**src/salru_pkg.sv**
```systemverilog
// Shared constants, types and helpers of the set-associative LRU tag lookup.
package salru_pkg;

  localparam int unsigned LkpSets       = 64;
  localparam int unsigned LkpWays       = 4;
  localparam int unsigned LkpBlockBytes = 64;
  localparam int unsigned LkpAddrBits   = 32;

  localparam int unsigned OffW  = $clog2(LkpBlockBytes);
  localparam int unsigned SetW  = (LkpSets > 1) ? $clog2(LkpSets) : 1;
  localparam int unsigned TagW  = LkpAddrBits - OffW - $clog2(LkpSets);
  localparam int unsigned AgeW  = 4;
  localparam int unsigned WayOW = 2;

  localparam logic [AgeW-1:0] AgeMax = AgeW'(15);

  typedef enum logic {
    FUNC_LOOKUP = 1'b0,
    FUNC_INSERT = 1'b1
  } func_e;

  // Outcome of one item, handed from the update logic to the top level.
  typedef struct packed {
    logic             hit;
    logic             write;
    logic [WayOW-1:0] way;
  } res_t;

  function automatic logic [AgeW-1:0] age_up(input logic [AgeW-1:0] a);
    logic [AgeW-1:0] r;
    r = (a >= AgeMax) ? AgeMax : a + AgeW'(1);
    return r;
  endfunction

endpackage

```
**src/salru_update.sv**
```systemverilog
// Hit detection, victim choice and age update for the ways of one set.
module salru_update import salru_pkg::*; #(
  parameter int unsigned WAYS = LkpWays,
  localparam int unsigned WIW = (WAYS > 1) ? $clog2(WAYS) : 1
) (
  input  func_e                      func_i,
  input  logic [TagW-1:0]            tag_i,
  input  logic [WAYS-1:0]            valid_i,
  input  logic [WAYS-1:0][TagW-1:0]  tags_i,
  input  logic [WAYS-1:0][AgeW-1:0]  ages_i,
  output res_t                       res_o,
  output logic [WIW-1:0]             sel_o,
  output logic [WAYS-1:0][TagW-1:0]  tags_o,
  output logic [WAYS-1:0][AgeW-1:0]  ages_o
);

  always_comb begin
    logic                       hit_found;
    logic                       inv_found;
    logic [WIW-1:0]             hit_idx;
    logic [WIW-1:0]             vic_idx;
    logic [AgeW-1:0]            hit_age;
    logic [AgeW-1:0]            best;
    logic [WAYS-1:0][AgeW-1:0]  ages;
    logic [WIW+1:0]             way_wide;

    // Ages of ways that were never filled are never looked at; read them as zero.
    for (int w = 0; w < WAYS; w++) begin
      ages[w] = valid_i[w] ? ages_i[w] : '0;
    end

    hit_found = 1'b0;
    hit_idx   = '0;
    for (int w = 0; w < WAYS; w++) begin
      if (!hit_found && valid_i[w] && (tags_i[w] == tag_i)) begin
        hit_found = 1'b1;
        hit_idx   = WIW'(w);
      end
    end
    hit_age = ages[hit_idx];

    // First empty way wins; otherwise the oldest, with ties going to the later way.
    inv_found = 1'b0;
    vic_idx   = '0;
    best      = '0;
    for (int w = 0; w < WAYS; w++) begin
      if (!inv_found) begin
        if (!valid_i[w]) begin
          inv_found = 1'b1;
          vic_idx   = WIW'(w);
        end else if (ages[w] >= best) begin
          best    = ages[w];
          vic_idx = WIW'(w);
        end
      end
    end

    tags_o = tags_i;
    ages_o = ages;
    if (func_i == FUNC_INSERT) begin
      for (int w = 0; w < WAYS; w++) begin
        ages_o[w] = age_up(ages[w]);
      end
      ages_o[vic_idx] = '0;
      tags_o[vic_idx] = tag_i;
      sel_o           = vic_idx;
      res_o.hit       = 1'b0;
      res_o.write     = 1'b1;
    end else begin
      for (int w = 0; w < WAYS; w++) begin
        if (ages[w] < hit_age) begin
          ages_o[w] = age_up(ages[w]);
        end
      end
      ages_o[hit_idx] = '0;
      sel_o           = hit_idx;
      res_o.hit       = hit_found;
      res_o.write     = hit_found;
    end

    way_wide  = {2'b00, sel_o};
    res_o.way = (res_o.write) ? way_wide[WayOW-1:0] : '0;
  end

endmodule

```
**config.mk**
```make
export PLATFORM = sky130hd
export DESIGN_NAME = salru_update
export DESIGN_NICKNAME = d
export VERILOG_FILES = /design/src/salru_pkg.sv /design/src/salru_update.sv
export SDC_FILE = /design/constraint.sdc
export NUM_CORES = 1
export LEC_CHECK = 0
export ABC_AREA = 1
export ABC_CLOCK_PERIOD_IN_PS = 4350
export BUFFER_PORTS_ARGS = -buffer_cell sky130_fd_sc_hd__buf_2
export CAP_MARGIN = 20
export CORE_MARGIN = 2
export CORE_UTILIZATION = 30
export DETAILED_ROUTE_END_ITERATION = 8
export GPL_ROUTABILITY_DRIVEN = 0
export GPL_TIMING_DRIVEN = 0
export PLACE_DENSITY_LB_ADDON = 0.05
export SLEW_MARGIN = 15
export SYNTH_ARGS = -nofsm -noshare
export SYNTH_HDL_FRONTEND = slang
export SYNTH_SLANG_ARGS = --single-unit
export TNS_END_PERCENT = 5
```
**constraint.sdc**
```tcl
create_clock -name vclk -period 4.35
set_input_delay 0.2175 -clock vclk [all_inputs]
set_output_delay 0.2175 -clock vclk [all_outputs]
set_load 0.02 [all_outputs]
```
==> impl_metrics.yaml, run 1 <==
status:
  status: "complete, but fails checks"
  violations: "negative setup slack"
worst_hold_path:
  whs_path_depth: 4
  hold_start: "tags_i[36]"
  hold_path.class: "in -> out"
  hold_end: "tags_o[36]"
sta:
  period_needed_ns: 4.72
  setup_slack_ns: -0.369
  setup_viol: 94
  slew_headroom: 0.458
  maxSlewViolCount: 0
  whs_ns: 0.766
  fmax_ghz: 0.212
  grt_setup_unrepaired: "true"
  tightest_slew_ns: 0.808
  hold_viol_final: 0
  period_share: 1.08
cells_and_area:
  final_cell_count_no_fill: 1429
  seq_area_um2: 0
  seq_cell_count: 0
  synthToLayoutAreaGrowth_pct: 74.3
  clkbuf_count: 0
  drive_gt1_frac: 0.416
  nNetsFinal: 1394
  fillers: 1559
  multi_input_area_um2: 4640
worst_setup_path:
  start_kind: "input port"
  cp_max_fo: 8
  path_buf_inv: 23
  path_delay_family: "buffers and inverters"
  crit_path_end_kind: "primary output"
  worstPathRequired_ns: 4.13
  critical_path_arrival_ns: 4.50
  slowest_stage: "clkbuf_16"
  path_common_cell: "buf_4"
  crit_path_max_incr_delay_ns: 0.27
  crit_type: "in -> out"
floorplanning:
  die_x_um: 126
  ios: 223
  die_area_um2: 15900
  rows: 44
  die_h_um: 126
  start_util: 0.307
  core_um2: 14500
yosys:
  synthCells: 966
  syn_avg_cell_area_um2: 4.63
  synth_area_um2: 4470
  yosysTopAreaCellShare: 0.323
  synth_nets: 1114
  synthDistinctLibCells: 38
  yosysMostFrequentCell: "nand2_1"
  synth_top_cell_by_area: "nand2_1"
  yosysWarnings: 0
  ys_seq_area_frac: 0
  synth_commonest_cells: "384 x nand2_1, 122 x inv_1, 94 x o21ai_0"
  synth.area.top_cells: "nand2_1 32%, o21ai_0 11%, inv_1 10%, ha_1 7.6%, nor2_1 7.4%"
power_and_ir_drop:
  ir_drop_uv: 68.0
  cellPowerDensity_nw_per_um2: 143
  leakagePower_nw: 4.48
global_routing:
  grt_pass1_wl_mm: 35.6
  grt_max_degree: 11
  gr-total-overflow: 0
  antenna_found_initial: 1
  grt_usage: 0.274
  grt_pass1_vias: 6440
route:
  wire_per_inst_um: 16.6
  first_pass_iters: 5
  route.final.wire_length_mm: 23.7
  drtIter0Drc: 685
  drc_errors: 0
  routed_via_density: 5.08
  ant_nets: 0
  num_vias: 7264
cts:
  cts_hold_buf: 0
place:
  dpl.hpwl_mm: 18.8
  numPortBuffers: 218
  dp_slack_ns: -1.20
  dpl.cell_count: 1368
flow_run:
  drv_cap: 0
[worst max path at each step]
stage | end | depth (start not counted) | slack [ns] | from
floorplan | tags_o[20] | 34 | 0.001 | valid_i[0]
global placement | tags_o[59] | 35 | -1.21 | valid_i[0]
detailed placement | tags_o[59] | 35 | -1.20 | valid_i[0]
CTS | tags_o[5] | 33 | -0.30 | valid_i[0]
global route | tags_o[27] | 36 | -0.57 | ages_i[4]
finish | tags_o[16] | 33 | -0.37 | valid_i[1]
[layout by cell type (no fill, tap or decap), types with 3 or more instances in the layout]
cell	netlist	routed
buf_6	0	76
inv_1	122	116
buf_4	1	69
buf_12	0	3
o22ai_1	7	6
clkbuf_1	11	3
a21oi_1	17	14
o21ai_1	15	8
nor4_1	8	8
buf_2	12	140
buf_8	0	7
clkbuf_16	0	4
o21ai_4	0	23
xor2_1	4	4
a21oi_2	0	3
o2111ai_1	3	3
nor2_1	88	84
nor2_4	1	6
nand2_2	15	61
nand4_1	21	21
or2_1	3	3
nand2_4	3	13
nand3_1	62	60
nand3b_1	3	3
nor2_2	6	5
nand2_1	384	326
inv_2	23	26
ha_1	27	24
nor3_1	11	11
o21ai_2	1	64
nand3_2	2	3
xnor2_1	8	8
o21ai_0	94	15
ha_4	0	3
[tightest hold or removal path: stages]
cell     delay (ns)
buf_2          0.10
nand2_1        0.06
o21ai_2        0.06
buf_6          0.11
[per-stage QoR]
| step | total power (W) | instance area [um2] | setup TNS, ns | util |
|---|---|---|---|---|
| after floorplan | 0.000557 | 5020 | 0 | - |
| after global placement | 0.000842 | 6340 | -105.36 | 0.437 |
| after detailed placement | 0.000843 | 6340 | -104.35 | 0.437 |
| after CTS | 0.00100 | 7210 | -21.53 | 0.496 |
| after global routing | 0.00120 | 7790 | -47.91 | 0.536 |
| final | 0.00111 | 7790 | -26.11 | 0.536 |
[report_power, final]
part	switching, W	internal [W]
logic	0.000644	0.000466
registers	0	0
clock network	0	0.0000000000307
total	0.000644	0.000466
[what timing repair did]
action	CTS	global route
setup buffers	42	10
pin swaps	16	30
gates resized for setup	161	149
endpoints found under the setup margin	100	100
cloned	2	7
[routing by layer]
layer / wire [um] / track usage / vias to the layer above / share of wire
met5: 0 / 0 / - / 0
met4: 233 / 0.0226 / 0 / 0.0098
met3: 1990 / 0.0306 / 24 / 0.084
met2: 9670 / 0.406 / 346 / 0.41
met1: 11800 / 0.436 / 3237 / 0.50
li1: - / - / 3657 / -
[cell type report]
class,instances,area share
Multi-Input combinational cell,796,0.596
Timing Repair Buffer,279,0.264
Inverter,146,0.0723
Buffer,23,0.0376
Tap cell,184,0.0296
Antenna cell,1,0.000321
[logic make-up (layout without fill, tap and decap cells)]
group	Yosys count	after routing	synth area share
XOR/XNOR	12	12	0.0235
AND/OR/NAND/NOR	611	611	0.580
buffers and inverters	170	448	0.147
adder cells (fa/ha/maj)	27	27	0.0756
AO/OA/AOI/OAI	146	146	0.174
other	0	1	0
(Power assumes the default switching activity.)
==> run 2, diff against run 1 <==
--- a/config.mk
+++ b/config.mk
@@ -5,7 +5,7 @@
 export SDC_FILE = /design/constraint.sdc
 export NUM_CORES = 1
 export LEC_CHECK = 0
-export ABC_AREA = 1
+export ABC_AREA = 0
 export ABC_CLOCK_PERIOD_IN_PS = 4350
 export BUFFER_PORTS_ARGS = -buffer_cell sky130_fd_sc_hd__buf_2
 export CAP_MARGIN = 20
@@ -14,6 +14,7 @@
 export DETAILED_ROUTE_END_ITERATION = 8
 export GPL_ROUTABILITY_DRIVEN = 0
 export GPL_TIMING_DRIVEN = 0
+export MAX_ROUTING_LAYER = met4
 export PLACE_DENSITY_LB_ADDON = 0.05
 export SLEW_MARGIN = 15
 export SYNTH_ARGS = -nofsm -noshare
==> impl_metrics.yaml, run 2 <==
status:
  status: "complete, but fails checks"
  violations: "negative setup slack"
worst_setup_path:
  path_buf_inv: 5
  worstPathRequired_ns: 4.13
  crit_path_max_incr_delay_ns: 0.32
  path_delay_family: "compound AO/OA/AOI/OAI gates"
  path_common_cell: "a21o_1"
  cp_max_fo: 10
  crit_path_end_kind: "primary output"
  start_kind: "input port"
  crit_type: "in -> out"
  slowest_stage: "mux2_4"
  critical_path_arrival_ns: 5.27
route:
  routed_via_density: 5.41
  first_pass_iters: 5
  drc_errors: 0
  wire_per_inst_um: 19.9
  ant_nets: 0
  route.final.wire_length_mm: 18.5
  num_vias: 5028
  drtIter0Drc: 173
yosys:
  synth_area_um2: 4070
  yosysMostFrequentCell: "mux2_2"
  synth_nets: 673
  synthDistinctLibCells: 71
  synth_top_cell_by_area: "mux2_2"
  ys_seq_area_frac: 0
  synth.area.top_cells: "mux2_2 23%, xnor2_1 16%, ha_1 8.3%, nand4_1 5.2%, nand2_1 4.3%"
  yosysWarnings: 0
  yosysTopAreaCellShare: 0.230
  synthCells: 525
  syn_avg_cell_area_um2: 7.75
  synth_commonest_cells: "83 x mux2_2, 73 x xnor2_1, 47 x nand2_1"
global_routing:
  grt_max_degree: 11
  met3_usage: 0.0189
  use_met1: 0.294
  grt_usage: 0.251
  grt_busiest_layer: "met2"
  gr-total-overflow: 0
  antenna_found_initial: 1
  grt_pass1_wl_mm: 27.8
  met2_usage: 0.470
  grt_pass1_vias: 5114
cells_and_area:
  synthToLayoutAreaGrowth_pct: 52.7
  drive_gt1_frac: 0.537
  final_common_cell: "buf_2"
  seq_cell_count: 0
  seq_area_um2: 0
  clkbuf_count: 0
  mostFrequentLayoutCells: "169 x buf_2, 73 x xnor2_1, 52 x mux2_2"
  nNetsFinal: 903
  final_cell_count_no_fill: 930
power_and_ir_drop:
  p_total_w: 0.000814
  p_int_w: 0.000373
  p_sw_frac: 0.542
  seq_power_share: 0
  pwr-share-comb: 1.000
  clockPowerShare: 0
  p_sw_w: 0.000441
  ir_drop_uv: 79.6
  leakagePower_nw: 2.73
  cellPowerDensity_nw_per_um2: 131
worst_hold_path:
  hold_path.class: "in -> out"
  hold_start: "tags_i[51]"
  hold_end: "tags_o[51]"
  whs_path_depth: 3
place:
  dp_slack_ns: -2.09
  dpl.cell_count: 903
  numPortBuffers: 202
  dpl.hpwl_mm: 15.3
floorplanning:
  rows: 42
  die_area_um2: 14500
  die_h_um: 120
  start_util: 0.307
  die_x_um: 120
  ios: 223
  core_um2: 13200
sta:
  hold_viol_final: 0
  period_share: 1.26
  setup_slack_ns: -1.14
  slew_headroom: 0.502
  period_needed_ns: 5.49
  maxSlewViolCount: 0
  setup_viol: 100
  fmax_ghz: 0.182
  grt_setup_unrepaired: "true"
  tightest_slew_ns: 0.739
  whs_ns: 0.780
cts:
  cts_hold_buf: 0
flow_run:
  drv_cap: 0
run 2: how the worst max path moves through the flow:
stage,startpoint,to,cells after the start
3_5_place_dp,valid_i[0],tags_o[78],27
6_report,valid_i[1],tags_o[40],28
2_1_floorplan,valid_i[1],tags_o[40],26
3_3_place_gp,valid_i[0],tags_o[78],27
5_1_grt,valid_i[1],tags_o[46],28
4_1_cts,valid_i[1],tags_o[33],27
run 2: cells by family after synthesis:
kind of cell / Yosys count / synth area share
and+or+nand+nor: 169 / 0.224
AOI/OAI and AO/OA: 107 / 0.200
muxes: 85 / 0.235
xor gates and xnor gates: 80 / 0.185
buffers and inverters: 57 / 0.0732
adders and majority gates: 27 / 0.0831
run 2: what timing repair did:
item                                    in CTS  in global routing
gates resized for setup                    109                 41
setup buffers                               24                  1
endpoints found under the setup margin     100                100
pin swaps                                   22                  7
cloned                                       1                  0
run 2: cell type report:
cell class,count,area (um2)
Antenna cell,1,2.50
Buffer,34,327
Fill cell,1392,7030
Inverter,23,95.1
Multi-Input combinational cell,468,4110
Tap cell,176,220
Timing Repair Buffer,228,1450
run 2: stage by stage:
step	utilization	cell area (um2)	setup TNS (ns)
after detailed placement	0.414	5480	-184.81
after global placement	0.414	5480	-182.28
after CTS	0.458	6070	-101.58
final	0.469	6210	-101.27
after global routing	0.469	6210	-123.38
after floorplan	-	4250	-69.13
run 2: power by group through the flow:
| stage | logic, W | clock network [W] | registers (W) |
|---|---|---|---|
| finish | 0.000814 | 0.0000000000307 | 0 |
| global route | 0.000872 | 0.0000000000307 | 0 |
| CTS | 0.000789 | 0 | 0 |
| detailed placement | 0.000706 | 0 | 0 |
| global placement | 0.000700 | 0 | 0 |
| floorplan | 0.000476 | 0 | 0 |
run 2: per-layer routing:
metal,vias to the layer above,wire length (um)
li1,2425,-
met1,2362,7430
met2,211,9660
met3,30,972
met4,0,457
met5,-,0
==> run 3, diff against run 2 <==
--- a/config.mk
+++ b/config.mk
@@ -15,7 +15,7 @@
 export GPL_ROUTABILITY_DRIVEN = 0
 export GPL_TIMING_DRIVEN = 0
 export MAX_ROUTING_LAYER = met4
-export PLACE_DENSITY_LB_ADDON = 0.05
+export REMOVE_ABC_BUFFERS = 1
 export SLEW_MARGIN = 15
 export SYNTH_ARGS = -nofsm -noshare
 export SYNTH_HDL_FRONTEND = slang
==> impl_metrics.yaml, run 3 (same netlist as run 2, synthesis figures left out) <==
place:
  dpl.cell_count: 891
  dp_slack_ns: -3.21
  numPortBuffers: 223
  post_dp_cell_area_um2: 5210
  dpl.hpwl_mm: 14.4
power_and_ir_drop:
  pwr-share-comb: 1.000
  leakagePower_nw: 2.58
  p_int_w: 0.000337
  seq_power_share: 0
  ir_drop_uv: 103
  p_sw_frac: 0.566
  cellPowerDensity_nw_per_um2: 133
  p_sw_w: 0.000440
  clockPowerShare: 0
flow_run:
  drv_cap: 0
floorplanning:
  ios: 223
  start_util: 0.307
  die_h_um: 120
  core_um2: 13200
  die_area_um2: 14500
  die_x_um: 120
  rows: 42
sta:
  tightest_slew_ns: 0.754
  fmax_ghz: 0.183
  grt_setup_unrepaired: "true"
  period_needed_ns: 5.45
  hold_viol_final: 0
  whs_ns: 0.775
  period_share: 1.25
  slew_headroom: 0.495
  maxSlewViolCount: 0
  setup_viol: 100
  setup_slack_ns: -1.10
worst_setup_path:
  crit_path_end_kind: "primary output"
  slowest_stage: "or3_4"
  crit_type: "in -> out"
  worstPathRequired_ns: 4.13
  start_kind: "input port"
  path_common_cell: "a21o_1"
  path_delay_family: "compound AO/OA/AOI/OAI gates"
  crit_path_max_incr_delay_ns: 0.44
  path_buf_inv: 4
  worstSetupStartpoint: "valid_i[1]"
  critical_path_arrival_ns: 5.24
  cp_max_fo: 10
cells_and_area:
  clkbuf_count: 0
  post-route-util: 0.442
  synthToLayoutAreaGrowth_pct: 44.0
  final_common_cell: "buf_2"
  antennaDiodeCount: 0
  seq_area_um2: 0
  final_cell_count_no_fill: 925
  design_area_um2: 5860
  seq_cell_count: 0
  nNetsFinal: 899
  drive_gt1_frac: 0.525
  mostFrequentLayoutCells: "203 x buf_2, 73 x mux2_2, 73 x xnor2_1"
route:
  wire_per_inst_um: 19.9
  routed_via_density: 5.44
  ant_nets: 0
  drc_errors: 0
  first_pass_iters: 5
  num_vias: 5036
  route.final.wire_length_mm: 18.4
  drtIter0Drc: 262
worst_hold_path:
  hold_start: "tags_i[77]"
  hold_path.class: "in -> out"
global_routing:
  antenna_found_initial: 0
  grt_pass1_vias: 4857
  gr-total-overflow: 0
  grt_max_degree: 21
  grt_pass1_wl_mm: 26.9
  grt_usage: 0.245
status:
  violations: "negative setup slack"
  status: "complete, but fails checks"
cts:
  cts_hold_buf: 0
run 3: layer usage:
metal	part of all wire	GRT usage	vias up
met2	0.52	0.451	210
li1	-	-	2433
met4	0.017	0.0443	0
met5	0	-	-
met3	0.056	0.0203	20
met1	0.40	0.293	2373
run 3: tightest hold or removal path: cells and delay by family:
kind	cells	cell delay, ns
muxes	1	0.14
buffers and inverters	2	0.20
run 3: repair_timing:
action / in CTS / in global routing
pin swaps: 22 / 7
gates resized for setup: 78 / 23
cloned: 7 / 0
endpoints found under the setup margin: 100 / 100
buffers inserted: 27 / 1
run 3: worst paths after layout:
| check | to | slack, ns | depth (start not counted) |
|---|---|---|---|
| max | tags_o[38] | -1.10 | 25 |
| min | tags_o[77] | 0.78 | 3 |
run 3: layout make-up:
class | count | area (um2)
Tap cell | 176 | 220
Multi-Input combinational cell | 473 | 4050
Timing Repair Buffer | 253 | 1500
Fill cell | 1387 | 7390
Inverter | 23 | 91.3
run 3: metrics by stage:
step | setup TNS (ns) | power [W]
floorplan | -126.51 | 0.000412
global placement | -278.61 | 0.000666
detailed placement | -268.70 | 0.000669
CTS | -95.30 | 0.000759
global route | -119.73 | 0.000829
finish | -96.98 | 0.000777
run 3: power by group through the flow:
stage	registers, W	logic, W	clock network [W]
floorplan	0	0.000412	0
global placement	0	0.000666	0
detailed placement	0	0.000669	0
CTS	0	0.000759	0
global route	0	0.000829	0
finish	0	0.000777	0
